[config.mk]
export PLATFORM = sky130hd
export DESIGN_NAME = smart_card_atr_parser
export DESIGN_NICKNAME = d
export VERILOG_FILES = /design/src/atr_pkg.sv /design/src/atr_step.sv /design/src/smart_card_atr_parser.sv
export SDC_FILE = /design/constraint.sdc
export NUM_CORES = 1
export LEC_CHECK = 0
export BUFFER_PORTS_ARGS = -buffer_cell sky130_fd_sc_hd__clkbuf_2
export CORE_ASPECT_RATIO = 0.6
export CORE_MARGIN = 8
export CORE_UTILIZATION = 50
export DETAILED_ROUTE_END_ITERATION = 7
export PLACE_DENSITY = 0.75
export SLEW_MARGIN = 20
export SYNTH_ARGS = -nofsm -noshare
export SYNTH_HDL_FRONTEND = slang
export SYNTH_SLANG_ARGS = --single-unit
[constraint.sdc]
create_clock -name clock -period 3.25 [get_ports clock]
set_clock_uncertainty 0.1 [all_clocks]
set_input_delay 0.65 -clock clock [delete_from_list [all_inputs] [get_ports clock]]
set_output_delay 0.65 -clock clock [all_outputs]
set_load 0.02 [all_outputs]
[src/atr_pkg.sv]
// Shared types and codes for the smart card ATR parser.
// No dependencies; imported by atr_step and smart_card_atr_parser.
package atr_pkg;

   // Default bound on ATR buffer length
   localparam int AtrMaxDefault = 33;

   // Parse phases
   localparam logic [2:0] PH_IDLE  = 3'd0;
   localparam logic [2:0] PH_T0    = 3'd1;
   localparam logic [2:0] PH_IFACE = 3'd2;
   localparam logic [2:0] PH_HIST  = 3'd3;
   localparam logic [2:0] PH_TCK   = 3'd4;

   // Result status codes
   localparam logic [2:0] ST_MORE  = 3'd0;
   localparam logic [2:0] ST_DONE  = 3'd1;
   localparam logic [2:0] ST_BADTS = 3'd2;
   localparam logic [2:0] ST_OVER  = 3'd3;
   localparam logic [2:0] ST_FAIL  = 3'd4;

   // Byte kinds
   localparam logic [2:0] KIND_TS    = 3'd0;
   localparam logic [2:0] KIND_T0    = 3'd1;
   localparam logic [2:0] KIND_IFACE = 3'd2;
   localparam logic [2:0] KIND_HIST  = 3'd3;
   localparam logic [2:0] KIND_TCK   = 3'd4;

   // Input commands
   localparam logic CMD_BYTE    = 1'b0;
   localparam logic CMD_TIMEOUT = 1'b1;

   // TS values
   localparam logic [7:0] TS_DIRECT  = 8'h3B;
   localparam logic [7:0] TS_INVERSE = 8'h3F;

   // Parser state carried from item to item
   typedef struct packed {
      logic [2:0] phase;
      logic [2:0] group_left;
      logic       group_has_td;
      logic [3:0] hist_left;
      logic [3:0] proto;
      logic [5:0] byte_count;
      logic       convention;
   } atr_state_type;

   // One result item
   typedef struct packed {
      logic [2:0] status;
      logic [2:0] byte_kind;
      logic [5:0] byte_index;
      logic [5:0] atr_length;
      logic [3:0] protocol;
      logic       inverse_convention;
   } atr_result_type;

endpackage

[src/atr_step.sv]
// Combinational next-state and result logic for one ATR item.
// Depends on atr_pkg.
module atr_step
   import atr_pkg::*;
#(
   parameter int ATR_MAX = AtrMaxDefault
) (
   input  atr_state_type  cur,
   input  logic           command,
   input  logic [7:0]     data_byte,
   output atr_state_type  nxt,
   output atr_result_type result
);

   localparam logic [6:0] MaxLen = 7'(ATR_MAX);

   logic [2:0] ph;
   logic [2:0] status;
   logic [2:0] kind;
   logic [5:0] index;
   logic [2:0] gl_dec;
   logic [3:0] hl_dec;
   logic [2:0] cnt;
   logic       do_group;
   logic       do_hist;
   logic       do_tck;

   // Interface byte count announced by the high nibble
   assign cnt = 3'(data_byte[4]) + 3'(data_byte[5]) + 3'(data_byte[6]) + 3'(data_byte[7]);
   assign gl_dec = (cur.group_left != 3'd0) ? cur.group_left - 3'd1 : 3'd0;
   assign hl_dec = (cur.hist_left != 4'd0) ? cur.hist_left - 4'd1 : 4'd0;

   always_comb begin
      nxt      = cur;
      status   = ST_MORE;
      kind     = KIND_TS;
      index    = 6'd0;
      do_group = 1'b0;
      do_hist  = 1'b0;
      do_tck   = 1'b0;
      ph       = (cur.phase > PH_TCK) ? PH_IDLE : cur.phase;
      nxt.phase = ph;

      // Byte classification
      if (command == CMD_TIMEOUT) begin
         status    = ST_FAIL;
         nxt.phase = PH_IDLE;
      end else if (ph == PH_IDLE) begin
         if (data_byte == TS_DIRECT || data_byte == TS_INVERSE) begin
            nxt.group_left   = 3'd0;
            nxt.group_has_td = 1'b0;
            nxt.hist_left    = 4'd0;
            nxt.proto        = 4'd0;
            nxt.convention   = (data_byte == TS_INVERSE);
            nxt.byte_count   = 6'd1;
            nxt.phase        = PH_T0;
         end else begin
            nxt    = '0;
            status = ST_BADTS;
         end
      end else begin
         index          = cur.byte_count;
         nxt.byte_count = cur.byte_count + 6'd1;
         case (ph)
            PH_T0: begin
               kind          = KIND_T0;
               nxt.hist_left = data_byte[3:0];
               do_group      = 1'b1;
            end
            PH_IFACE: begin
               kind           = KIND_IFACE;
               nxt.group_left = gl_dec;
               if (gl_dec == 3'd0) begin
                  if (cur.group_has_td) begin
                     nxt.proto = data_byte[3:0];
                     do_group  = 1'b1;
                  end else begin
                     do_hist = 1'b1;
                  end
               end
            end
            PH_HIST: begin
               kind          = KIND_HIST;
               nxt.hist_left = hl_dec;
               if (hl_dec == 4'd0) begin
                  do_tck = 1'b1;
               end
            end
            default: begin
               kind      = KIND_TCK;
               nxt.phase = PH_IDLE;
               status    = ST_DONE;
            end
         endcase
      end

      // Next interface group, with buffer bound check
      if (do_group) begin
         if (cnt == 3'd0) begin
            do_hist = 1'b1;
         end else if ({1'b0, nxt.byte_count} + {4'd0, cnt} > MaxLen) begin
            nxt.phase = PH_IDLE;
            status    = ST_OVER;
         end else begin
            nxt.group_left   = cnt;
            nxt.group_has_td = data_byte[7];
            nxt.phase        = PH_IFACE;
         end
      end

      // Historical bytes, with buffer bound check
      if (do_hist) begin
         if ({1'b0, nxt.byte_count} + {3'd0, nxt.hist_left} > MaxLen) begin
            nxt.phase = PH_IDLE;
            status    = ST_OVER;
         end else if (nxt.hist_left != 4'd0) begin
            nxt.phase = PH_HIST;
         end else begin
            do_tck = 1'b1;
         end
      end

      // TCK only when a non-zero protocol was announced
      if (do_tck) begin
         if (nxt.proto != 4'd0) begin
            if ({1'b0, nxt.byte_count} + 7'd1 > MaxLen) begin
               nxt.phase = PH_IDLE;
               status    = ST_OVER;
            end else begin
               nxt.phase = PH_TCK;
            end
         end else begin
            nxt.phase = PH_IDLE;
            status    = ST_DONE;
         end
      end
   end

   assign result.status             = status;
   assign result.byte_kind          = kind;
   assign result.byte_index         = index;
   assign result.atr_length         = nxt.byte_count;
   assign result.protocol           = nxt.proto;
   assign result.inverse_convention = nxt.convention;

endmodule

[src/smart_card_atr_parser.sv]
// Smart card Answer-To-Reset parser: input register, parse step, result register.
// Depends on atr_pkg and atr_step.
//
// Usage:
//   Each req_ item is one card event: req_command 0 carries a received byte in
//   req_data_byte, req_command 1 reports a read timeout. Every item yields
//   exactly one rsp_ item with the parse status, the byte kind and position,
//   the running ATR length, the current protocol and the convention.
//   An item is taken on a clock edge with valid high and stall low.
//   An accepted item passes the input register, then the result register,
//   before its rsp_valid rises. Throughput is one item per cycle while
//   rsp_stall is low; the parse decision is a single pass of logic between
//   the two registers, with the parser state updated as an item moves into
//   the result register.
//   When the receiver holds rsp_stall, the result holds, one more item waits
//   in the input register, and req_stall rises after that.
//   Synchronous reset empties both registers and returns the parser to idle,
//   awaiting TS, with all counts, protocol and convention cleared.
module smart_card_atr_parser
   import atr_pkg::*;
#(
   parameter int ATR_MAX = AtrMaxDefault
) (
   input  logic       clock,
   input  logic       reset,
   input  logic       req_valid,
   output logic       req_stall,
   input  logic       req_command,
   input  logic [7:0] req_data_byte,
   output logic       rsp_valid,
   input  logic       rsp_stall,
   output logic [2:0] rsp_status,
   output logic [2:0] rsp_byte_kind,
   output logic [5:0] rsp_byte_index,
   output logic [5:0] rsp_atr_length,
   output logic [3:0] rsp_protocol,
   output logic       rsp_inverse_convention
);

   logic           in_valid_ff,  in_valid_in;
   logic           in_cmd_ff;
   logic [7:0]     in_data_ff;
   atr_state_type  state_ff,     state_in;
   logic           out_valid_ff, out_valid_in;
   atr_result_type out_ff;
   atr_result_type step_result;
   logic           out_free;
   logic           advance;
   logic           in_load;

   // Flow control between the two registers
   assign out_free  = !out_valid_ff || !rsp_stall;
   assign advance   = in_valid_ff && out_free;
   assign req_stall = in_valid_ff && !out_free;
   assign in_load   = req_valid && !req_stall;

   assign in_valid_in  = in_load ? 1'b1 : (advance ? 1'b0 : in_valid_ff);
   assign out_valid_in = advance ? 1'b1 : (out_free ? 1'b0 : out_valid_ff);

   // Parse step on the registered item
   atr_step #(
      .ATR_MAX(ATR_MAX)
   ) u_step (
      .cur      (state_ff),
      .command  (in_cmd_ff),
      .data_byte(in_data_ff),
      .nxt      (state_in),
      .result   (step_result)
   );

   // Control and state registers
   always_ff @(posedge clock) begin
      if (reset) begin
         in_valid_ff  <= 1'b0;
         out_valid_ff <= 1'b0;
         state_ff     <= '0;
      end else begin
         in_valid_ff  <= in_valid_in;
         out_valid_ff <= out_valid_in;
         if (advance) begin
            state_ff <= state_in;
         end
      end
   end

   // Payload registers
   always_ff @(posedge clock) begin
      if (in_load) begin
         in_cmd_ff  <= req_command;
         in_data_ff <= req_data_byte;
      end
      if (advance) begin
         out_ff <= step_result;
      end
   end

   assign rsp_valid              = out_valid_ff;
   assign rsp_status             = out_ff.status;
   assign rsp_byte_kind          = out_ff.byte_kind;
   assign rsp_byte_index         = out_ff.byte_index;
   assign rsp_atr_length         = out_ff.atr_length;
   assign rsp_protocol           = out_ff.protocol;
   assign rsp_inverse_convention = out_ff.inverse_convention;

endmodule

==> results.txt <==
multi-input logic area -> 0.001951 mm^2
final core utilization -> 71.28%
Sequential Power Share -> 50.6%
crit path DAT -> 3.52 ns
gpl congestion -> 0.8737
drt initial violations -> 337
dpl cells -> 508
clk slew on worst S/H paths -> 0.10 ns
Non-Filler Instances -> 529
Die Y -> 78.67 um
Hold Violations, Final -> 0
final setup fails -> 8
deepest clock path buffer count -> 2
total CTS buffers -> 5
CTS tree -> yes
post-synth cell types -> 65
Ys Warns -> 0
Worst Path Max Fanout -> 4
Avg Synthesized Cell Area -> 9.433 um^2
Area Growth Syn to Fin -> 35.47%
leakage -> 1.785 nW
Routed Antenna Nets -> 0
Via Count -> 3,128
share of layout cells above drive strength 1 -> 37.53%
CP Class -> register to register
RSZ-0062 raised after global routing -> yes
final setup margin -> -0.1777 ns
Clock power frac -> 30.4%
Inserted Diodes -> 0
I/O pins -> 38
Setup crit end -> state_ff[15]
pre-CTS worst setup slack -> -0.4133 ns
post-detail-place hpwl -> 6.954 mm
I/O Buffers -> 37
synth top area cells -> edfxtp_1 (29%), dfxtp_1 (15%), ha_1 (4.6%)
post-synth top area share -> 29.36%
post-synthesis cell count -> 347
hold_ws -> 0.3663 ns
synthesized area -> 0.003273 mm^2
layout net count -> 471
critical path data required time -> 3.34 ns
Slew HR -> 47.76%
Final Critical Period -> 3.428 ns
initial antenna violation count -> 0
max cap viols -> 0
Initial Util -> 52.61%
Post-synth EDFFs -> 32
fill count -> 474
site row count -> 22
Die W -> 120.5 um
Post-Route WL -> 9.944 mm
DIE AREA -> 0.009476 mm^2
Synth async-reset ratio -> 0%
DR pass1 iterations -> 5
largest net degree at the start of global routing -> 28
met3 routed WL -> 970 um
total internal power -> 1.136 mW
GRT overflow -> 0
Top FF cell, synth -> edfxtp_1
pwr/cell area -> 352.8 mW/mm^2
max-slew violations -> 0
Tot GR Track Use -> 20.83%
CP endpoint kind -> register
vias in the first global route -> 3,039
worst-margin pin slew -> 0.7820 ns
sw frac -> 27.37%
Final Power -> 1.565 mW
Synth Net Count -> 374
WL met1 -> 4.459 mm
Hold Crit Class -> register to register
DR DRC count -> 0
register area -> 0.001445 mm^2
CP startpoint -> in_data_ff[5]
WL met2 -> 4.342 mm
RR Endpoint -> state_ff[15]
H-tree levels -> 2
Core Box Area -> 0.006221 mm^2
first-pass GRT wire length -> 15.63 mm
Worst R2R Path Depth -> 16
Sinks on Clock Net -> 56
CTS Hold Bufs -> 0
Avg WL per Cell -> 18.80 um
P_sw -> 0.4282 mW
f_max -> 291.7 MHz
CTS root buf -> clkbuf_8
failing checks -> negative setup slack
Synth area leader -> edfxtp_1
status -> complete, but fails checks
FF-to-FF Start -> in_data_ff[5]
critical path startpoint category -> register
VDD IR max -> 0.2726 mV
clock latency on the worst-skew pair -> 0.33 ns
register bit count reported by yosys -> 56
combinational power share -> 19.0%
final worst-path cycle share -> 105.5%
top sig layer -> met4
Seq/Total Area, Yosys -> 44.04%
Reg2Reg Setup Slack -> -0.18 ns
Vias/cell -> 5.913
## final cells by class
type,count,share of cell area (%)
Tap cell,84,2.370
Clock inverter,2,0.7901
Sequential cell,56,32.59
Inverter,22,1.975
Timing Repair Buffer,107,16.65
Multi-Input combinational cell,252,43.99
Clock buffer,6,1.637
## registers in the layout, indices dropped and copies added (netlist names)
register	count
in_cmd_ff	1
in_data_ff	8
in_valid_ff	1
rsp_atr_length	6
rsp_byte_index	6
rsp_byte_kind	3
rsp_inverse_convention	1
rsp_protocol	4
rsp_status	3
rsp_valid	1
state_ff	22
## stage by stage
| step | area (um^2) | setup TNS, ns |
|---|---|---|
| 2_1_floorplan | 3333 | 0 |
| 3_3_place_gp | 3986 | -1.668 |
| 3_5_place_dp | 3986 | -2.232 |
| 4_1_cts | 4294 | -0.6068 |
| 5_1_grt | 4434 | -1.992 |
| 6_report | 4434 | -0.8778 |
## power groups by stage
| stage | clock network (mW) | registers [mW] | logic, mW |
|---|---|---|---|
| after floorplan | 0 | 0.821 | 0.134 |
| after global placement | 0 | 0.806 | 0.235 |
| after detailed placement | 0 | 0.807 | 0.243 |
| after CTS | 0.475 | 0.792 | 0.275 |
| after global routing | 0.506 | 0.795 | 0.318 |
| final | 0.476 | 0.792 | 0.297 |
## worst min-delay path by stage
stage / from / slack, ns / cells past startpoint / endpoint
after detailed placement: state_ff[0] / 0.35 / 2 / state_ff[0]
after CTS: state_ff[0] / 0.37 / 2 / state_ff[0]
after global placement: state_ff[0] / 0.34 / 2 / state_ff[0]
after floorplan: state_ff[0] / 0.34 / 2 / state_ff[0]
after global routing: req_command / 0.37 / 1 / in_cmd_ff
final: state_ff[0] / 0.37 / 2 / state_ff[0]
## routing by layer
layer  GRT usage, %  vias up
met4          6.320        0
li1               -     1463
met2          31.03      161
met3          6.143       22
met5              0        -
met1          28.45     1482
## synthesized netlist by cell type, types with 2 or more instances
| library cell | number |
|---|---|
| a21o_1 | 4 |
| and2_1 | 11 |
| nand2_1 | 29 |
| nand4_1 | 4 |
| nor2b_1 | 11 |
| o21ai_1 | 2 |
| o21bai_1 | 2 |
| fa_1 | 2 |
| or3_1 | 3 |
| dfxtp_1 | 24 |
| a221oi_1 | 2 |
| o31ai_1 | 3 |
| o311ai_0 | 2 |
| a31oi_1 | 5 |
| nand4b_1 | 3 |
| nand3_1 | 5 |
| xnor2_1 | 2 |
| nor3_1 | 9 |
| nor2_1 | 36 |
| inv_1 | 21 |
| nand3b_1 | 2 |
| a211oi_1 | 7 |
| nor4_1 | 2 |
| edfxtp_1 | 32 |
| a21oi_1 | 19 |
| mux2_2 | 2 |
| nand2b_1 | 5 |
| o21a_1 | 3 |
| clkbuf_1 | 15 |
| xor2_1 | 4 |
| o21ai_0 | 12 |
| ha_1 | 12 |
| and3_1 | 4 |
| nor3b_1 | 6 |
| o211ai_1 | 6 |
| a22o_1 | 7 |
## worst max-delay path: stages, from the launching register on
cell and delay [ns]:
edfxtp_1 0.39, ha_2 0.20, and4b_1 0.16, and3_4 0.20, a221oi_4 0.27, inv_2 0.09
buf_6 0.13, ha_4 0.16, ha_4 0.16, a21oi_4 0.15, mux2i_4 0.28, o22ai_2 0.10
a311o_2 0.42, buf_4 0.16, buf_4 0.13, nand4_1 0.09, a31oi_1 0.10
## kinds of logic after synthesis
kind of cell | after synthesis | share of synthesized area (%)
buffers and inverters | 39 | 4.663
adders and majority gates | 14 | 5.810
xor gates and xnor gates | 7 | 2.103
DFF | 56 | 44.04
muxes | 3 | 0.9938
AOI/OAI and AO/OA | 91 | 20.30
and+or+nand+nor | 137 | 22.09
## timing repair
item / CTS / global route
endpoints found under the setup margin: 9 / 9
setup buffers: 7 / 6
hold endpoints to repair: 0 / 0
gates resized for setup: 38 / 19
pin swaps: 20 / 22
## cell usage in the layout (no fill, tap or decap), types with 8 or more instances in the layout
cell	count
buf_4	65
inv_1	17
edfxtp_1	32
and2_1	11
nand2_1	28
clkbuf_2	37
nor2_1	35
o21ai_0	9
dfxtp_1	21
nor2b_1	10
nor3_1	8
a21oi_1	18
Note: power is estimated with default switching activity, not from simulation.
